<file path="config.mk">
export PLATFORM = sky130hd
export DESIGN_NAME = pot_sar_offset_trim
export DESIGN_NICKNAME = d
export VERILOG_FILES = /design/src/design/pst_pkg.sv /design/src/design/pst_in_stage.sv /design/src/design/pst_ctrl.sv /design/src/design/pst_out_stage.sv /design/src/design/pot_sar_offset_trim.sv
export SDC_FILE = /design/constraint.sdc
export NUM_CORES = 1
export LEC_CHECK = 0
export ABC_CLOCK_PERIOD_IN_PS = 10350
export BUFFER_PORTS_ARGS = -buffer_cell sky130_fd_sc_hd__buf_2
export CAP_MARGIN = 0
export CORE_MARGIN = 2
export CORE_UTILIZATION = 55
export CTS_CLUSTER_SIZE = 14
export DETAILED_ROUTE_END_ITERATION = 8
export GPL_ROUTABILITY_DRIVEN = 0
export PLACE_DENSITY = 0.74
export SYNTH_ARGS = -nofsm -noshare
export SYNTH_HDL_FRONTEND = slang
export SYNTH_HIERARCHICAL = 1
export SYNTH_SLANG_ARGS = --single-unit
</file>
<file path="constraint.sdc">
create_clock -name clk -period 10.35 [get_ports clk]
set_input_delay 0 -clock clk [delete_from_list [all_inputs] [get_ports clk]]
set_output_delay 0 -clock clk [all_outputs]
set_load 0.03 [all_outputs]
</file>
<file path="src/design/pst_pkg.sv">
// Shared types and codes for the potentiometer offset trim block.
package pst_pkg;

	localparam int SAMPLE_BITS_DEF = 12;
	localparam int CODE_BITS_DEF   = 8;
	localparam int REF_BITS        = 12;
	localparam int STEP_BITS       = 16;

	localparam logic [REF_BITS-1:0] REF_RESET = 12'd2048;

	localparam logic [1:0] OP_START   = 2'd0;
	localparam logic [1:0] OP_WR_DONE = 2'd1;
	localparam logic [1:0] OP_SAMPLE  = 2'd2;

	localparam logic [1:0] ACT_WRITE  = 2'd0;
	localparam logic [1:0] ACT_SAMPLE = 2'd1;
	localparam logic [1:0] ACT_DONE   = 2'd2;

	typedef struct packed {
		logic [1:0]  operation;
		logic        write_ok;
		logic [11:0] sample_value;
	} in_item_t;

	typedef struct packed {
		logic [1:0]  action;
		logic [7:0]  wiper_value;
		logic        success;
		logic [15:0] step_offset;
	} out_item_t;

	typedef struct packed {
		logic      valid;
		out_item_t item;
	} pst_res_t;

endpackage

</file>
<file path="src/design/pst_in_stage.sv">
// Input register stage: holds one accepted transaction for the control logic.
module pst_in_stage
	import pst_pkg::*;
(
	input  logic     clk,
	input  logic     arst_n,
	input  logic     in_valid,
	output logic     in_ready,
	input  in_item_t in_data,
	input  logic     advance,
	output logic     valid_s1,
	output in_item_t item_s1
);

	assign in_ready = !valid_s1 || advance;

	always_ff @(posedge clk or negedge arst_n) begin
		if (!arst_n) begin
			valid_s1 <= 1'b0;
		end else if (in_ready) begin
			valid_s1 <= in_valid;
		end
	end

	always_ff @(posedge clk) begin
		if (in_ready && in_valid) begin
			item_s1 <= in_data;
		end
	end

endmodule

</file>
<file path="src/design/pst_ctrl.sv">
// Calibration sequencer: step measurement and successive-approximation search.
module pst_ctrl
	import pst_pkg::*;
#(
	parameter int SAMPLE_BITS = SAMPLE_BITS_DEF,
	parameter int CODE_BITS   = CODE_BITS_DEF
) (
	input  logic                clk,
	input  logic                arst_n,
	input  logic                cfg_we,
	input  logic [REF_BITS-1:0] cfg_wdata,
	input  logic                advance,
	input  in_item_t            item_s1,
	output pst_res_t            res
);

	localparam int SW = (SAMPLE_BITS < 12) ? SAMPLE_BITS : 12;
	localparam int CW = CODE_BITS;
	localparam int BW = $clog2(CODE_BITS);
	localparam logic [CW-1:0] TOP_CODE = CW'(1) << (CODE_BITS - 1);
	localparam logic [CW-1:0] TOP_CODE_P1 = TOP_CODE + CW'(1);
	localparam logic [BW-1:0] BIT_TOP = BW'(CODE_BITS - 1);

	localparam logic [2:0] PH_IDLE       = 3'd0;
	localparam logic [2:0] PH_WR_LOW     = 3'd1;
	localparam logic [2:0] PH_SMP_LOW    = 3'd2;
	localparam logic [2:0] PH_WR_HIGH    = 3'd3;
	localparam logic [2:0] PH_SMP_HIGH   = 3'd4;
	localparam logic [2:0] PH_WR_SEARCH  = 3'd5;
	localparam logic [2:0] PH_SMP_SEARCH = 3'd6;

	logic [REF_BITS-1:0]  reference_q;
	logic [2:0]           phase_q, phase_n;
	logic [CW-1:0]        code_q, code_n;
	logic [BW-1:0]        bit_q, bit_n;
	logic [SW-1:0]        first_q, first_n;
	logic [STEP_BITS-1:0] step_q, step_n;
	logic                 fin_q, fin_n;

	logic [SW-1:0]        smp;
	logic [STEP_BITS-1:0] smp_ext, ref_ext, tol, above_diff, below_diff;
	logic [BW-1:0]        bit_dec;
	logic [CW-1:0]        code_clr, set_dec;
	logic                 res_vld, res_ok;
	logic [1:0]           res_act;

	assign smp        = item_s1.sample_value[SW-1:0];
	assign smp_ext    = STEP_BITS'(smp);
	assign ref_ext    = STEP_BITS'(reference_q);
	assign tol        = step_q >> 1;
	assign above_diff = smp_ext - ref_ext;
	assign below_diff = ref_ext - smp_ext;
	assign bit_dec    = bit_q - BW'(1);
	assign code_clr   = code_q & ~(CW'(1) << bit_q);
	assign set_dec    = CW'(1) << bit_dec;

	always_comb begin
		phase_n = phase_q;
		code_n  = code_q;
		bit_n   = bit_q;
		first_n = first_q;
		step_n  = step_q;
		fin_n   = fin_q;
		res_vld = 1'b0;
		res_act = ACT_WRITE;
		res_ok  = 1'b0;
		unique case (item_s1.operation)
			OP_START: begin
				code_n  = TOP_CODE;
				bit_n   = BIT_TOP;
				first_n = '0;
				step_n  = '0;
				fin_n   = 1'b0;
				phase_n = PH_WR_LOW;
				res_vld = 1'b1;
			end
			OP_WR_DONE: begin
				if (phase_q inside {PH_WR_LOW, PH_WR_HIGH, PH_WR_SEARCH}) begin
					res_vld = 1'b1;
					if (!item_s1.write_ok || fin_q) begin
						phase_n = PH_IDLE;
						fin_n   = 1'b0;
						res_act = ACT_DONE;
						res_ok  = item_s1.write_ok;
					end else begin
						phase_n = phase_q + 3'd1;
						res_act = ACT_SAMPLE;
					end
				end
			end
			OP_SAMPLE: begin
				unique case (phase_q)
					PH_SMP_LOW: begin
						first_n = smp;
						code_n  = TOP_CODE_P1;
						phase_n = PH_WR_HIGH;
						res_vld = 1'b1;
					end
					PH_SMP_HIGH: begin
						step_n  = smp_ext - STEP_BITS'(first_q);
						bit_n   = BIT_TOP;
						code_n  = TOP_CODE;
						phase_n = PH_WR_SEARCH;
						res_vld = 1'b1;
					end
					PH_SMP_SEARCH: begin
						res_vld = 1'b1;
						if (smp_ext > ref_ext && above_diff > tol) begin
							phase_n = PH_WR_SEARCH;
							if (bit_q == '0) begin
								code_n = code_clr;
								fin_n  = 1'b1;
							end else begin
								bit_n  = bit_dec;
								code_n = code_clr | set_dec;
							end
						end else if (smp_ext < ref_ext && below_diff > tol && bit_q != '0) begin
							bit_n   = bit_dec;
							code_n  = code_q | set_dec;
							phase_n = PH_WR_SEARCH;
						end else begin
							phase_n = PH_IDLE;
							fin_n   = 1'b0;
							res_act = ACT_DONE;
							res_ok  = 1'b1;
						end
					end
					default: begin
					end
				endcase
			end
			default: begin
			end
		endcase
	end

	always_comb begin
		res.valid            = res_vld;
		res.item.action      = res_act;
		res.item.wiper_value = 8'(code_n);
		res.item.success     = res_ok;
		res.item.step_offset = step_n;
	end

	always_ff @(posedge clk or negedge arst_n) begin
		if (!arst_n) begin
			reference_q <= REF_RESET;
		end else if (cfg_we) begin
			reference_q <= cfg_wdata;
		end
	end

	always_ff @(posedge clk or negedge arst_n) begin
		if (!arst_n) begin
			phase_q <= PH_IDLE;
			code_q  <= '0;
			bit_q   <= BIT_TOP;
			first_q <= '0;
			step_q  <= '0;
			fin_q   <= 1'b0;
		end else if (advance) begin
			phase_q <= phase_n;
			code_q  <= code_n;
			bit_q   <= bit_n;
			first_q <= first_n;
			step_q  <= step_n;
			fin_q   <= fin_n;
		end
	end

endmodule

</file>
<file path="src/design/pst_out_stage.sv">
// Result register: holds one result transaction until the consumer takes it.
module pst_out_stage
	import pst_pkg::*;
(
	input  logic      clk,
	input  logic      arst_n,
	input  logic      advance,
	input  pst_res_t  res,
	input  logic      out_ready,
	output logic      out_valid,
	output out_item_t out_data,
	output logic      slot_free
);

	logic      valid_q;
	out_item_t data_q;

	assign slot_free = !valid_q || out_ready;
	assign out_valid = valid_q;
	assign out_data  = data_q;

	always_ff @(posedge clk or negedge arst_n) begin
		if (!arst_n) begin
			valid_q <= 1'b0;
		end else if (advance) begin
			valid_q <= res.valid;
		end else if (out_ready) begin
			valid_q <= 1'b0;
		end
	end

	always_ff @(posedge clk) begin
		if (advance && res.valid) begin
			data_q <= res.item;
		end
	end

endmodule

</file>
<file path="src/design/pot_sar_offset_trim.sv">
// Top level of the potentiometer offset trim sequencer.
// An accepted transaction waits in the input register, its result in the result
// register. Throughput: one input transaction per cycle while results are taken;
// the two registers let a new transaction enter while a result waits.
// Reset: asynchronous, active low; clears the sequencer to idle, the wiper code
// to zero, the bit pointer to the top bit and the reference level to 2048.
module pot_sar_offset_trim
	import pst_pkg::*;
#(
	parameter int SAMPLE_BITS = SAMPLE_BITS_DEF,
	parameter int CODE_BITS   = CODE_BITS_DEF
) (
	input  logic                clk,
	input  logic                arst_n,
	input  logic                in_valid,
	output logic                in_ready,
	input  in_item_t            in_data,
	output logic                out_valid,
	input  logic                out_ready,
	output out_item_t           out_data,
	input  logic                cfg_we,
	input  logic [REF_BITS-1:0] cfg_wdata
);

	logic     valid_s1;
	in_item_t item_s1;
	logic     slot_free;
	logic     advance;
	pst_res_t res;

	assign advance = valid_s1 && slot_free;

	pst_in_stage u_in (
		.clk      (clk),
		.arst_n   (arst_n),
		.in_valid (in_valid),
		.in_ready (in_ready),
		.in_data  (in_data),
		.advance  (advance),
		.valid_s1 (valid_s1),
		.item_s1  (item_s1)
	);

	pst_ctrl #(
		.SAMPLE_BITS (SAMPLE_BITS),
		.CODE_BITS   (CODE_BITS)
	) u_ctrl (
		.clk       (clk),
		.arst_n    (arst_n),
		.cfg_we    (cfg_we),
		.cfg_wdata (cfg_wdata),
		.advance   (advance),
		.item_s1   (item_s1),
		.res       (res)
	);

	pst_out_stage u_out (
		.clk       (clk),
		.arst_n    (arst_n),
		.advance   (advance),
		.res       (res),
		.out_ready (out_ready),
		.out_valid (out_valid),
		.out_data  (out_data),
		.slot_free (slot_free)
	);

endmodule

</file>
### Yosys cells after proc, flatten, opt, wreduce, memory -nomap -nowiden

Cells that the tools add are included.

| word-level totals | value |
|---|---|
| flip-flop bits (word level) | 99 |
| logic and storage cells | 117 |

| cells by class | value |
|---|---|
| add/subtract/negate cells | 5 |
| $lt $le $gt $ge | 4 |
| equal/unequal tests | 18 |
| shift-type cells | 2 |
| muxes and demuxes | 44 |
| bitwise operators | 4 |
| reduce and logical (&&, ||, !) cells | 24 |

Operators by type and width:

| cell | number |
|---|---|
| 12-bit by 12-bit subtractor with 13-bit output | 3 |
| 16-bit by 15-bit > comparator with 1-bit output | 2 |
| 16-bit case mux with 2 select lines | 1 |
| 8-bit 2-to-1 mux | 3 |
| 12-bit case mux with 2 select lines | 1 |
| 8-bit case mux with 3 select lines | 1 |
| 3-bit 2-to-1 mux | 7 |
| 3-bit case mux with 3 select lines | 2 |
| 16-bit 2-to-1 mux | 1 |
| 8-bit bitwise OR | 2 |
| 8-bit case mux with 2 select lines | 1 |
| 1-bit by 3-bit left shift with 8-bit output (first input constant) | 2 |
| 1-bit 2-to-1 mux | 15 |
| 12-bit > comparator | 1 |
| 12-bit less-than comparator | 1 |
| 12-bit 2-to-1 mux | 1 |
| 3-bit case mux with 2 select lines | 2 |
| 2-bit 2-to-1 mux | 5 |
| 3-bit == test (second input constant) | 3 |
| 3-bit nonzero test | 3 |
| 8-bit bitwise AND | 1 |
| 8-bit NOT | 1 |
| 7-bit AND reduction | 1 |
| 3-bit by 2-bit == test with 1-bit output (second input constant) | 2 |
| other kinds (25) | 39 |

### Longest topological paths before layout

Gate-level depths: netlist (run 1).

| logic depth | value |
|---|---|
| word-level depth | 8 |
| mapped depth | 20 |
| mapped depth without buffers | 19 |

### Cells and area by module

The synthesis (run 1) kept the hierarchy.

By module, submodules not included:

| module | times used | cells an instance | area an instance (um^2) | seq. area each (um^2) |
|---|---|---|---|---|
| pst_ctrl | 1 | 761 | 5903.2 | 1381.3 |
| pst_out_stage | 1 | 31 | 865.8 | 835.8 |
| pst_in_stage | 1 | 19 | 504.2 | 475.5 |
| pot_sar_offset_trim | 1 | 1 | 6.3 | 0.0 |

### Least setup slack after synthesis (run 1)

No wires, ideal clock.

| path | value |
|---|---|
| kind | register to register |
| start | register, netlist name u_in/item_s1[1] |
| end | register u_out.data_q (netlist bit u_out/out_data[16]) (data pin) |
| arrival time | 3880 ps |
| data required time | 10225 ps |
| setup slack | 6345 ps |
| stages on the path, launching flop included | 19 |
| path buffers | 1 |
| period minus slack after synthesis | 4005 ps |
| cells stage by stage | edfxtp_1 inv_1 ha_1 nor2b_1 o31a_1 o211a_1 o21a_1 o21ai_0 nor2b_1 xnor2_1 ha_1 a21o_1 a21oi_1 o21ai_0 o311ai_4 a21oi_4 or3_4 a21boi_2 buf_4 |

| between the ends | value |
|---|---|
| cells in the longest elaborated chain, start to end | 8 |

RTL lines:

| what | RTL line | RTL |
|---|---|---|
| 12-bit by 12-bit subtractor with 13-bit output | pst_ctrl.sv:52 | `assign below_diff = ref_ext - smp_ext;` |
| 16-bit by 15-bit > comparator with 1-bit output | pst_ctrl.sv:117 | `end else if (smp_ext < ref_ext && below_diff > tol && bit_q != '0) begin` |
| 1-bit logical AND (2 in a row) | pst_ctrl.sv:117 |  |
| 1-bit 2-to-1 mux | pst_ctrl.sv:117 |  |
| 1-bit 2-to-1 mux * | pst_ctrl.sv:108 | `if (smp_ext > ref_ext && above_diff > tol) begin` |
| 1-bit 2-to-1 mux * | pst_ctrl.sv:92 | `unique case (phase_q)` |
| 1-bit case mux with 2 select lines * | pst_ctrl.sv:67 | `unique case (item_s1.operation)` |
| net u_ctrl.res_ok | pst_ctrl.sv:44 | `logic res_vld, res_ok;` |
| to (signal assigned) | pst_out_stage.sv:34 | `data_q <= res.item;` |
| to (decl) | pst_out_stage.sv:16 | `out_item_t data_q;` |

Mark *: on every way through the listed nets, which the timed path passes. The rest lies on a longest branch.
A chain may end at the register's enable or synchronous reset.

==> metrics, run 1 <==
Worst VDD drop=0.0001175 V; Internal=0.9402 mW; Avg WL per Cell=17.56 um; Post-DP HPWL=13.42 mm; post-synthesis async set-or-reset flop share=0.5758; Final Hold Fails=0; CTS tree=yes; Yosys cell types=73; Site Rows=42; critical-path cell list=inv_1, ha_1, nor2b_1, o31a_1, o211a_1, o21a_1, o21ai_0, nor2b_1, xnor2_1, ha_1, nand4_1, nor2_1, a221oi_1, o311ai_4, a21oi_4, nor2_1, o32ai_1; io pins=61; Antenna Violating Nets Remaining=0; DRC violations left=0; Seq/Total Area, Yosys=0.3699; largest net degree at the start of global routing=63; switching share of power=0.4032; # diodes=0; Worst Path Max Fanout=19; Area Growth Syn to Fin=13.01%; Post-synth top flop=dfrtp_1; Detailed Routing Iterations Pass 1=6; clk buf depth=2; share of cells above drive strength 1=0.1176; crit start category=register; FF+latch count, synth=99; clock share of power=0.215; Leak=3.586 nW; Hold Crit Class=in2reg; Combinational Power Share=0.445; CTS Root Buffer Type=clkbuf_16; CP Data Required Time=10500 ps; delay-heaviest family, CP=compound AO/OA/AOI/OAI gates; Die Y=119.0 um; WL final=18.62 mm; Clock Latency Late Sink=360 ps; DR vias=6401; Syn Std Cell Area=0.007279 mm2; status=finished, final reports clean; fin nets=993; Synthesized Nets=926; initial antenna violation count=0; first-pass GRT wire length=30.53 mm; Worst Path Arrival=4810 ps; DR iter-0 viols=794; CP peak stage delay=480 ps; Via density=6.039; initial core utilization=0.5563; Max Fclk=0.2147 GHz; EDFF count, synth=42; fin. max-slew vios=0; H-tree level count=3; Die Wd=119.0 um; clock-pin slew on the worst setup and hold paths=60 ps; register share of total power=0.340; RSZ-0062 raised after global routing=false; synth warn=6; final core occ=0.6287; Psw=0.6351 mW; clock skew=8.743 ps; slowest CP cell=edfxtp_1; Max Cap Viol=0; WS Path Type=reg2reg; cell count after synthesis=812; clk sink count=99; min cycle time layout=4657 ps; Rel. slew slack=0.2227; TNS Setup=0 ps; die area=0.01417 mm2; Avg Inst Size Synth=8.965 um2; vias in the first global route=6246; Num CTS Buffers=9; Slew @ Worst Pin=1158 ps; PostCTS Resize Cnt=0; total track usage=0.2708; Tcrit/Tclk final=0.4499; core area=0.01309 mm2; Worst setup EP type=register; count of final setup violators=0; grt total ovfl=0; Port Buf Inserts=60; CP Buf/Inv Count=1; PwrDens=191.5 mW/mm2
[state kept, by name, summed over array words and instances (netlist names)]
| register | count |
|---|---|
| u_ctrl/phase_q | 3 |
| u_out/out_data | 27 |
| u_ctrl/first_q | 12 |
| u_ctrl/reference_q | 12 |
| u_ctrl/fin_q | 1 |
| u_ctrl/step_q | 16 |
| u_out/out_valid | 1 |
| u_in/valid_s1 | 1 |
| u_ctrl/code_q | 8 |
| u_in/item_s1 | 15 |
| u_ctrl/bit_q | 3 |
[worst min-delay path, stage by stage]
cell and delay, ps:
buf_2 200, nand2_1 90, o21ai_0 70
[cell usage after synthesis, types with 8 or more instances]
library cell | count | area share
o21a_1 | 10 | 0.010
xnor2_1 | 11 | 0.013
a21o_1 | 11 | 0.011
a211oi_1 | 8 | 0.0083
nand2_1 | 91 | 0.047
clkbuf_1 | 25 | 0.013
nor2b_1 | 10 | 0.0086
nor3_1 | 19 | 0.013
nor2_1 | 39 | 0.020
nand4_1 | 11 | 0.0095
ha_1 | 79 | 0.14
edfxtp_1 | 42 | 0.17
o21ai_0 | 73 | 0.050
inv_1 | 83 | 0.043
a21oi_1 | 55 | 0.038
a22o_1 | 14 | 0.017
nand3_1 | 26 | 0.018
o31ai_1 | 8 | 0.0083
dfrtp_1 | 53 | 0.18
o211ai_1 | 14 | 0.014
[layer usage]
metal | up-vias | global-route usage | share of wire | wire, um
met3 | 49 | 0.04215 | 0.059 | 1102
met5 | - | 0 | 0 | 0
met4 | 0 | 0.1131 | 0.032 | 590
met2 | 301 | 0.4670 | 0.49 | 9095
li1 | 3033 | - | - | -
met1 | 3018 | 0.3382 | 0.42 | 7828
[cell type report]
type                            count  area, um2
Sequential cell                    99       2693
Timing Repair Buffer               92      615.6
Clock buffer                       14      254.0
Tap cell                          176      220.2
Fill cell                        1090       4858
Inverter                           84      315.3
Clock inverter                      2      35.03
Multi-Input combinational cell    593       4094
[final timing paths]
path	start	to	slack [ps]	cells past startpoint
setup / recovery	u_in/item_s1[1]$_DFFE_PP_	u_out/out_data[19]$_DFFE_PP_	5690	17
hold / removal	cfg_we	u_ctrl/reference_q[11]$_DFFE_PN1P_	30	3
setup reg to reg	u_in/item_s1[1]$_DFFE_PP_	u_out/out_data[19]$_DFFE_PP_	5690	17
hold reg to reg	u_ctrl/first_q[6]$_DFFE_PN0P_	u_ctrl/first_q[6]$_DFFE_PN0P_	480	2
max in group asynchronous	arst_n	u_ctrl/reference_q[10]$_DFFE_PN0P_	9480	3
min in group asynchronous	arst_n	u_in/valid_s1$_DFFE_PN0P_	340	3
[what timing repair did]
action | in CTS | in global routing
setup buffers | 0 | 0
hold endpoints to repair | 82 | 0
hold buffers | 30 | 0
[cell usage in the layout, fill, tap and decap left out, types with 7 or more instances in the layout]
cell type	n
nor3_1	19
o21a_1	10
nor2b_1	10
xnor2_1	11
o211ai_1	14
o21ai_0	72
o21bai_1	7
a21o_1	11
o31ai_1	8
ha_1	78
nor2_1	39
a211oi_1	8
dlygate4sd3_1	30
nand4_1	11
nand2_1	91
a21oi_1	55
inv_1	83
buf_2	60
a22o_1	14
edfxtp_1	42
clkbuf_16	9
and3_1	7
dfrtp_1	53
nand3_1	26
[power groups by stage]
stage | Clock [mW] | Sequential, mW | Combinational, mW
2_1_floorplan | 0 | 0.559 | 0.486
3_3_place_gp | 0 | 0.538 | 0.642
3_5_place_dp | 0 | 0.542 | 0.675
4_1_cts | 0.343 | 0.535 | 0.691
5_1_grt | 0.358 | 0.543 | 0.777
6_report | 0.339 | 0.536 | 0.701
[kinds of logic after synthesis]
kind of cell / synth area share
flip-flops: 0.3699
adder cells (fa/ha/maj): 0.1440
multiplexers: 0.002750
AO/OA/AOI/OAI: 0.2365
buffers and inverters: 0.06806
AND/OR/NAND/NOR: 0.1595
XOR/XNOR: 0.01925
[per-stage QoR]
stage	instances	area (um2)	hold slack [ps]	total power [mW]	worst slack, ps
floorplan	812	7279	-295.6	1.045	6345
global route	1060	8227	94.36	1.678	5393
global placement	1014	7637	176.5	1.180	5985
CTS	1060	8227	22.53	1.569	5705
detailed placement	1014	7637	178.1	1.217	5728
finish	1060	8227	31.51	1.575	5693
Note: power is estimated with default switching activity, not from simulation.
==> run 2: changes to the inputs <==
--- a/config.mk
+++ b/config.mk
@@ -5,7 +5,7 @@
 export SDC_FILE = /design/constraint.sdc
 export NUM_CORES = 1
 export LEC_CHECK = 0
-export ABC_CLOCK_PERIOD_IN_PS = 10350
+export ABC_CLOCK_PERIOD_IN_PS = 3800
 export BUFFER_PORTS_ARGS = -buffer_cell sky130_fd_sc_hd__buf_2
 export CAP_MARGIN = 0
 export CORE_MARGIN = 2
@@ -13,7 +13,7 @@
 export CTS_CLUSTER_SIZE = 14
 export DETAILED_ROUTE_END_ITERATION = 8
 export GPL_ROUTABILITY_DRIVEN = 0
-export PLACE_DENSITY = 0.74
+export PLACE_DENSITY = 0.77
 export SYNTH_ARGS = -nofsm -noshare
 export SYNTH_HDL_FRONTEND = slang
 export SYNTH_HIERARCHICAL = 1
==> constraint.sdc (replaced) <==
create_clock -name clk -period 3.8 [get_ports clk]
set_input_delay 0 -clock clk [delete_from_list [all_inputs] [get_ports clk]]
set_output_delay 0 -clock clk [all_outputs]
set_load 0.03 [all_outputs]
==> run 2 against run 1 <==
Effect of this change:
- the run now ends with setup timing left
- clock-buffer cell count shrank 5
- core utilization grew 6.6 points
- non-clock buffer count grew 67
- sequential share of layout area shrank 3.1 points
- largest cell class unchanged
- largest power group unchanged
- highest routed layer unchanged
==> metrics, run 2 (synthesized netlist as in run 1, its figures left out) <==
status=finished with violations; violated checks=setup timing; Clock Latency Late Sink=360 ps (about the same); DR iter-0 viols=558 (-30%); fin nets=1061 (+6.8%); Max Cap Viol=0 (unchanged); GRT met3 Usage=0.04646 (+0.004310); multi-input logic area=0.004407 mm2 (+7.6%); commonest non-fill, non-tap cells in the layout=nand2_1, inv_1, ha_1; CTS tree=yes; core area=0.01309 mm2 (unchanged); Num CTS Buffers=9 (unchanged); RSZ-0062 raised after global routing=true; Max Fclk=0.2460 GHz (+15%); vias in the first global route=6413 (+2.7%); grt total ovfl=0 (unchanged); DR vias=6662 (+4.1%); Detailed Routing Iterations Pass 1=7 (+1); Slew @ Worst Pin=862.8 ps (-295.4 ps); Avg WL per Cell=17.40 um (-0.94%); CP peak stage delay=440 ps (-40 ps); first-pass GRT wire length=31.82 mm (+4.2%); Antenna Violating Nets Remaining=0 (unchanged); clk sink count=99 (unchanged); count of final setup violators=23 (+23); Crit Reg-Reg Startpoint=u_in/item_s1[1]$_DFFE_PP_; register share of total power=0.312 (-0.028); Port Buf Inserts=60 (unchanged); WS Path Type=reg2reg; met1 Usage GRT=0.3647 (+0.02648); Tcrit/Tclk final=1.070 (+0.6196); critical-path cell list=inv_2, ha_4, nor2b_4, o31a_1, o211a_1, o21a_1, o21ai_2, nor2b_4, xnor2_1, ha_1, nand4_1, nor2_2, a221oi_2, o311ai_4, buf_6, a21o_4, o211ai_1, nand3_1; initial core utilization=0.5563 (unchanged); share of cells above drive strength 1=0.2311 (+0.1134); # fillers=1009 (-7.4%); initial antenna violation count=0 (unchanged); clock-pin slew on the worst setup and hold paths=80 ps (+20 ps); clock share of power=0.202 (-0.013); routing usage on met2=0.4713 (+0.004310); crit path launch=u_in/item_s1[1]$_DFFE_PP_; hold slack=31.77 ps (+0.2607 ps); min cycle time layout=4064 ps (-592.4 ps); Worst VDD drop=0.0003369 V (+190%); Hold Crit Class=in2reg; Site Rows=42 (unchanged); fin. max-slew vios=0 (unchanged); clk buf depth=2 (unchanged); CP Data Required Time=3910 ps (-6590 ps); crit-path most repeated cell=nor2b_4; Largest register FFs=27 (unchanged); Worst Path Arrival=4170 ps (-640 ps); Rel. slew slack=0.4187 (+0.1960); PwrDens=511.6 mW/mm2 (+170%); io pins=61 (unchanged); Final Hold Fails=0 (unchanged); switching share of power=0.4158 (+0.01267); Internal=2.716 mW (+190%); Die Y=119.0 um (unchanged); total track usage=0.2842 (+0.01344); slowest CP cell=edfxtp_1; # diodes=0 (unchanged); crit start category=register; DRC violations left=0 (unchanged); final core occ=0.6947 (+0.06598); global route hottest layer=met2; Combinational Power Share=0.485 (+0.040); Leak=3.975 nW (+11%); Worst setup EP type=register; die area=0.01417 mm2 (unchanged); PnR worst setup slack=-264.3 ps (-5958 ps); WL final=19.63 mm (+5.4%); Psw=1.934 mW (+200%); clock skew=8.983 ps (+0.2403 ps); H-tree level count=3 (unchanged); Worst Path Max Fanout=7 (-12); Area Growth Syn to Fin=24.87%; CTS Root Buffer Type=clkbuf_16; TNS Setup=-4682 ps (-4682 ps); Worst setup endpoint=u_out/out_data[21]$_DFFE_PP_; most common cell after layout, fill and taps aside=nand2_1; Seq. cell area=0.002693 mm2 (unchanged); Setup WS pre-CTS=-346.1 ps (-6075 ps); R2R cell count=18 (+1); Post-DP HPWL=13.66 mm (+1.8%); Die Wd=119.0 um (unchanged); reg-to-reg slack, setup=-260 ps (-5960 ps); Via density=5.906 (-2.2%); reg2reg end=u_out/out_data[21]$_DFFE_PP_; largest net degree at the start of global routing=40 (-37%)
[run 2: cell types whose count changed in the layout (fill, tap and decap cells not counted), moves of 4 or more]
cell      change
o21ai_0       -7
a21oi_1       -7
a21oi_2       +5
buf_6         +9
o31ai_1       -5
clkbuf_1      -4
buf_4        +58
o21ai_2       +5
[run 2: routing by layer]
metal	routed length, um	part of all wire
met2	9510	0.48
met1	8332	0.42
met5	0	0
met3	1081	0.055
met4	701	0.036
[run 2: worst max-delay path: cells and delay by family (launching register included)]
family	cells	cell delay [ps]
xor gates and xnor gates	1	130
buffers and inverters	2	270
AOI/OAI and AO/OA	8	1880
and+or+nand+nor	5	610
adders and majority gates	2	480
DFF	1	440
[run 2: layout make-up]
type	instances	area share
multi-input cells	594	0.4848
flip-flops and latches	99	0.2962
repair buffers	159	0.1268
inverters	84	0.03469
clock buffers	9	0.02478
well taps	176	0.02423
clock inverters	7	0.008534
[run 2: repair_timing]
| action | CTS | global route |
|---|---|---|
| pin swaps | 23 | 33 |
| hold buffers | 30 | 0 |
| setup buffers | 6 | 3 |
| gates resized for setup | 35 | 36 |
| hold endpoints to repair | 50 | 0 |
| setup endpoints to repair | 24 | 24 |
| gates cloned | 1 | 0 |
[run 2: how the worst min path moves through the flow]
stage,start,endpoint,slack [ps],cells after the start
final,cfg_we,u_ctrl/reference_q[11]$_DFFE_PN1P_,30,3
after global routing,cfg_we,u_ctrl/reference_q[11]$_DFFE_PN1P_,70,3
after CTS,cfg_we,u_ctrl/reference_q[11]$_DFFE_PN1P_,20,3
after detailed placement,arst_n,u_out/out_valid$_DFFE_PN0P_,50,1
after global placement,arst_n,u_out/out_valid$_DFFE_PN0P_,50,1
after floorplan,arst_n,u_ctrl/code_q[0]$_DFFE_PN0P_,-300,0
[run 2: through the flow]
step | power [mW] | area (um2) | cells
after floorplan | 2.855 | 7292 | 812
after global placement | 3.389 | 8085 | 1072
after detailed placement | 3.446 | 8085 | 1072
after CTS | 4.522 | 8884 | 1125
after global routing | 4.954 | 9090 | 1128
final | 4.650 | 9090 | 1128
[run 2: power groups by stage]
stage	clock network, mW	logic, mW	registers, mW
6_report	0.940	2.26	1.45
5_1_grt	0.996	2.48	1.47
4_1_cts	0.957	2.12	1.45
3_5_place_dp	0	1.98	1.47
3_3_place_gp	0	1.93	1.46
2_1_floorplan	0	1.33	1.52
==> run 3: changes to the inputs <==
--- a/config.mk
+++ b/config.mk
@@ -5,7 +5,7 @@
 export SDC_FILE = /design/constraint.sdc
 export NUM_CORES = 1
 export LEC_CHECK = 0
-export ABC_CLOCK_PERIOD_IN_PS = 3800
+export ABC_CLOCK_PERIOD_IN_PS = 4700
 export BUFFER_PORTS_ARGS = -buffer_cell sky130_fd_sc_hd__buf_2
 export CAP_MARGIN = 0
 export CORE_MARGIN = 2
@@ -13,7 +13,7 @@
 export CTS_CLUSTER_SIZE = 14
 export DETAILED_ROUTE_END_ITERATION = 8
 export GPL_ROUTABILITY_DRIVEN = 0
-export PLACE_DENSITY = 0.77
+export PLACE_DENSITY = 0.74
 export SYNTH_ARGS = -nofsm -noshare
 export SYNTH_HDL_FRONTEND = slang
 export SYNTH_HIERARCHICAL = 1
==> constraint.sdc (replaced) <==
create_clock -name clk -period 4.7 [get_ports clk]
set_input_delay 0 -clock clk [delete_from_list [all_inputs] [get_ports clk]]
set_output_delay 0 -clock clk [all_outputs]
set_load 0.03 [all_outputs]
==> run 3 against run 2 <==
Effect of this change:
- the flow now finishes without violations
- core utilization down 5.5 points
- routed wire length shrank 4.2%
- non-clock buffer count is 61 lower
- hold slack worse by 21 ps
- sequential cell count did not move
- first-iteration DRC count up 32%
- power is 21% lower
- critical path depth stayed put
- sequential share of layout area grew 2.6 points
- critical endpoint is now u_out/out_data[17]$_DFFE_PP_
- largest cell class unchanged
- largest power group unchanged
==> metrics, run 3 (synthesized netlist as in run 1, its figures left out) <==
Largest register FFs=27 (unchanged); CTS tree=yes; Max Cap Viol=0 (unchanged); critical-path cell list=inv_1, ha_1, inv_1, fa_1, a21oi_2, o211a_1, o21bai_1, a21oi_1, o21ai_0, xor2_1, ha_1, a21oi_1, nor2b_1, a2111oi_1, a31o_2, a21oi_2, nor2_1, o221ai_1; WL final=18.79 mm (-4.2%); Die Y=119.0 um (unchanged); Worst Path Max Fanout=8 (+1); count of final setup violators=0 (-100%); share of cells above drive strength 1=0.1292 (-0.1019); vias in the first global route=6304 (-1.7%); Hold Crit Depth=3 (unchanged); clk buf depth=2 (unchanged); Psw=1.433 mW (-26%); Combinational Power Share=0.428 (-0.057); first-pass GRT wire length=30.03 mm (-5.6%); largest net degree at the start of global routing=62 (+55%); total track usage=0.2664 (-0.01784); slowest CP cell=a2111oi_1; fin. max-slew vios=0 (unchanged); Worst VDD drop=0.0002734 V (-19%); Clock Latency Late Sink=360 ps (about the same); DRC violations left=0 (unchanged); Final Hold Fails=0 (unchanged); Port Buf Inserts=60 (unchanged); PwrDens=440.8 mW/mm2 (-14%); CTS Root Buffer Type=clkbuf_16; crit start category=register; Avg WL per Cell=17.63 um (+1.3%); Detailed Routing Iterations Pass 1=5 (-2); crit path launch=u_ctrl/reference_q[0]$_DFFE_PN0P_; most common cell after layout, fill and taps aside=nand2_1; Crit path depth=18 (unchanged); Num CTS Buffers=9 (unchanged); Internal=2.255 mW (-17%); status=finished, final reports clean; Total Power Consumption=3.688 mW (-21%); min cycle time layout=4511 ps (+446.4 ps); Rel. slew slack=0.2109 (-0.2078); H-tree level count=3 (unchanged); CP Data Required Time=4790 ps (+880 ps); CP peak stage delay=500 ps (+60 ps); clock-pin slew on the worst setup and hold paths=70 ps (about the same); DR iter-0 viols=737 (+32%); register share of total power=0.319 (+0.007); initial core utilization=0.5563 (unchanged); io pins=61 (unchanged); WS Path Type=reg2reg; initial antenna violation count=0 (unchanged); Site Rows=42 (unchanged); CP Buf/Inv Count=2 (unchanged); Hold Crit Start=cfg_we; clk sink count=99 (unchanged); # diodes=0 (unchanged); Worst Path Arrival=4600 ps (+430 ps); Area Growth Syn to Fin=14.95%; Tcrit/Tclk final=0.9597 (-0.1098); Via density=6.026 (+2.0%); grt total ovfl=0 (unchanged); clock skew=8.704 ps (-0.2789 ps); delay-heaviest family, CP=compound AO/OA/AOI/OAI gates; Worst setup EP type=register; switching share of power=0.3885 (-0.02730); commonest non-fill, non-tap cells in the layout=nand2_1, inv_1, ha_1; Slew @ Worst Pin=1176 ps (+313.0 ps); # fillers=1063 (+5.4%); Antenna Violating Nets Remaining=0 (unchanged); Crit Reg-Reg Startpoint=u_ctrl/reference_q[0]$_DFFE_PN0P_; Die Wd=119.0 um (unchanged); Leak=3.660 nW (-7.9%); Max Fclk=0.2217 GHz (-9.9%); core area=0.01309 mm2 (unchanged); Post-DP HPWL=13.49 mm (-1.3%); TNS Setup=0 ps (+4682 ps); multi-input logic area=0.004105 mm2 (-6.8%); fin nets=999 (-5.8%); DR vias=6424 (-3.6%); Hold Crit Class=in2reg; Seq. cell area=0.002693 mm2 (unchanged); die area=0.01417 mm2 (unchanged); clock share of power=0.253 (+0.051); R2R cell count=18 (unchanged)
[run 3: cell count changes in the layout (fill, tap and decap cells not counted), sizes merged]
| cell | change |
|---|---|
| clkbuf | +1 |
| clkinv | -1 |
| clkinvlp | -1 |
| bufinv | +4 |
| a21oi | -1 |
| buf | -61 |
| inv | -3 |
[run 3: worst paths after layout]
path | end | slack (ps)
max in group asynchronous | u_ctrl/first_q[2]$_DFFE_PN0P_ | 3860
min in group asynchronous | u_in/valid_s1$_DFFE_PN0P_ | 330
max reg2reg | u_out/out_data[17]$_DFFE_PP_ | 190
max | u_out/out_data[17]$_DFFE_PP_ | 190
min | u_ctrl/reference_q[11]$_DFFE_PN1P_ | 10
min reg2reg | u_ctrl/first_q[5]$_DFFE_PN0P_ | 480
[run 3: worst reg2reg max path, delay by kind of cell, from the launching register on]
kind / cells / cell delay, ps
AO/OA/AOI/OAI: 10 / 2220
adder cells (fa/ha/maj): 3 / 900
AND/OR/NAND/NOR: 2 / 410
flip-flops: 1 / 390
XOR/XNOR: 1 / 160
buffers and inverters: 2 / 150
[run 3: metal layers]
layer	track usage	vias to the layer above	wire [um]
met1	0.3225	3032	7789
met3	0.04933	51	1100
met2	0.4644	289	9202
li1	-	3052	-
met5	0	-	0
met4	0.1131	0	702
[run 3: cell type report]
cell class,instances,area share
clock buffer,10,0.02856
timing repair buffer,98,0.07895
inverter,84,0.03768
clock inverter,6,0.01615
multi-input combinational,593,0.4906
sequential,99,0.3218
tap,176,0.02632
[run 3: stage by stage]
step           hold slack (ps)  cell area [um2]    util  setup slack (ps)  instances
3_5_place_dp             178.1             7637  0.5837             81.41       1014
3_3_place_gp             176.4             7637  0.5837             330.1       1014
4_1_cts                  10.31             8312  0.6352             59.01       1060
6_report                 10.97             8368  0.6395             189.2       1066
2_1_floorplan           -295.6             7279       -             695.1        812
5_1_grt                  83.86             8368  0.6395            -137.0       1066
[run 3: repair_timing]
action                                  CTS  global route
setup buffers                             0             6
endpoints found under the setup margin    0            16
hold buffers                             30             0
gates resized for setup                   0             4
endpoints found under the hold margin    82             0
[run 3: power groups by stage]
| stage | Combinational [mW] | Clock, mW | Sequential [mW] |
|---|---|---|---|
| 5_1_grt | 1.73 | 0.974 | 1.19 |
| 3_3_place_gp | 1.42 | 0 | 1.18 |
| 4_1_cts | 1.52 | 0.945 | 1.18 |
| 3_5_place_dp | 1.49 | 0 | 1.19 |
| 6_report | 1.58 | 0.932 | 1.18 |
| 2_1_floorplan | 1.07 | 0 | 1.23 |
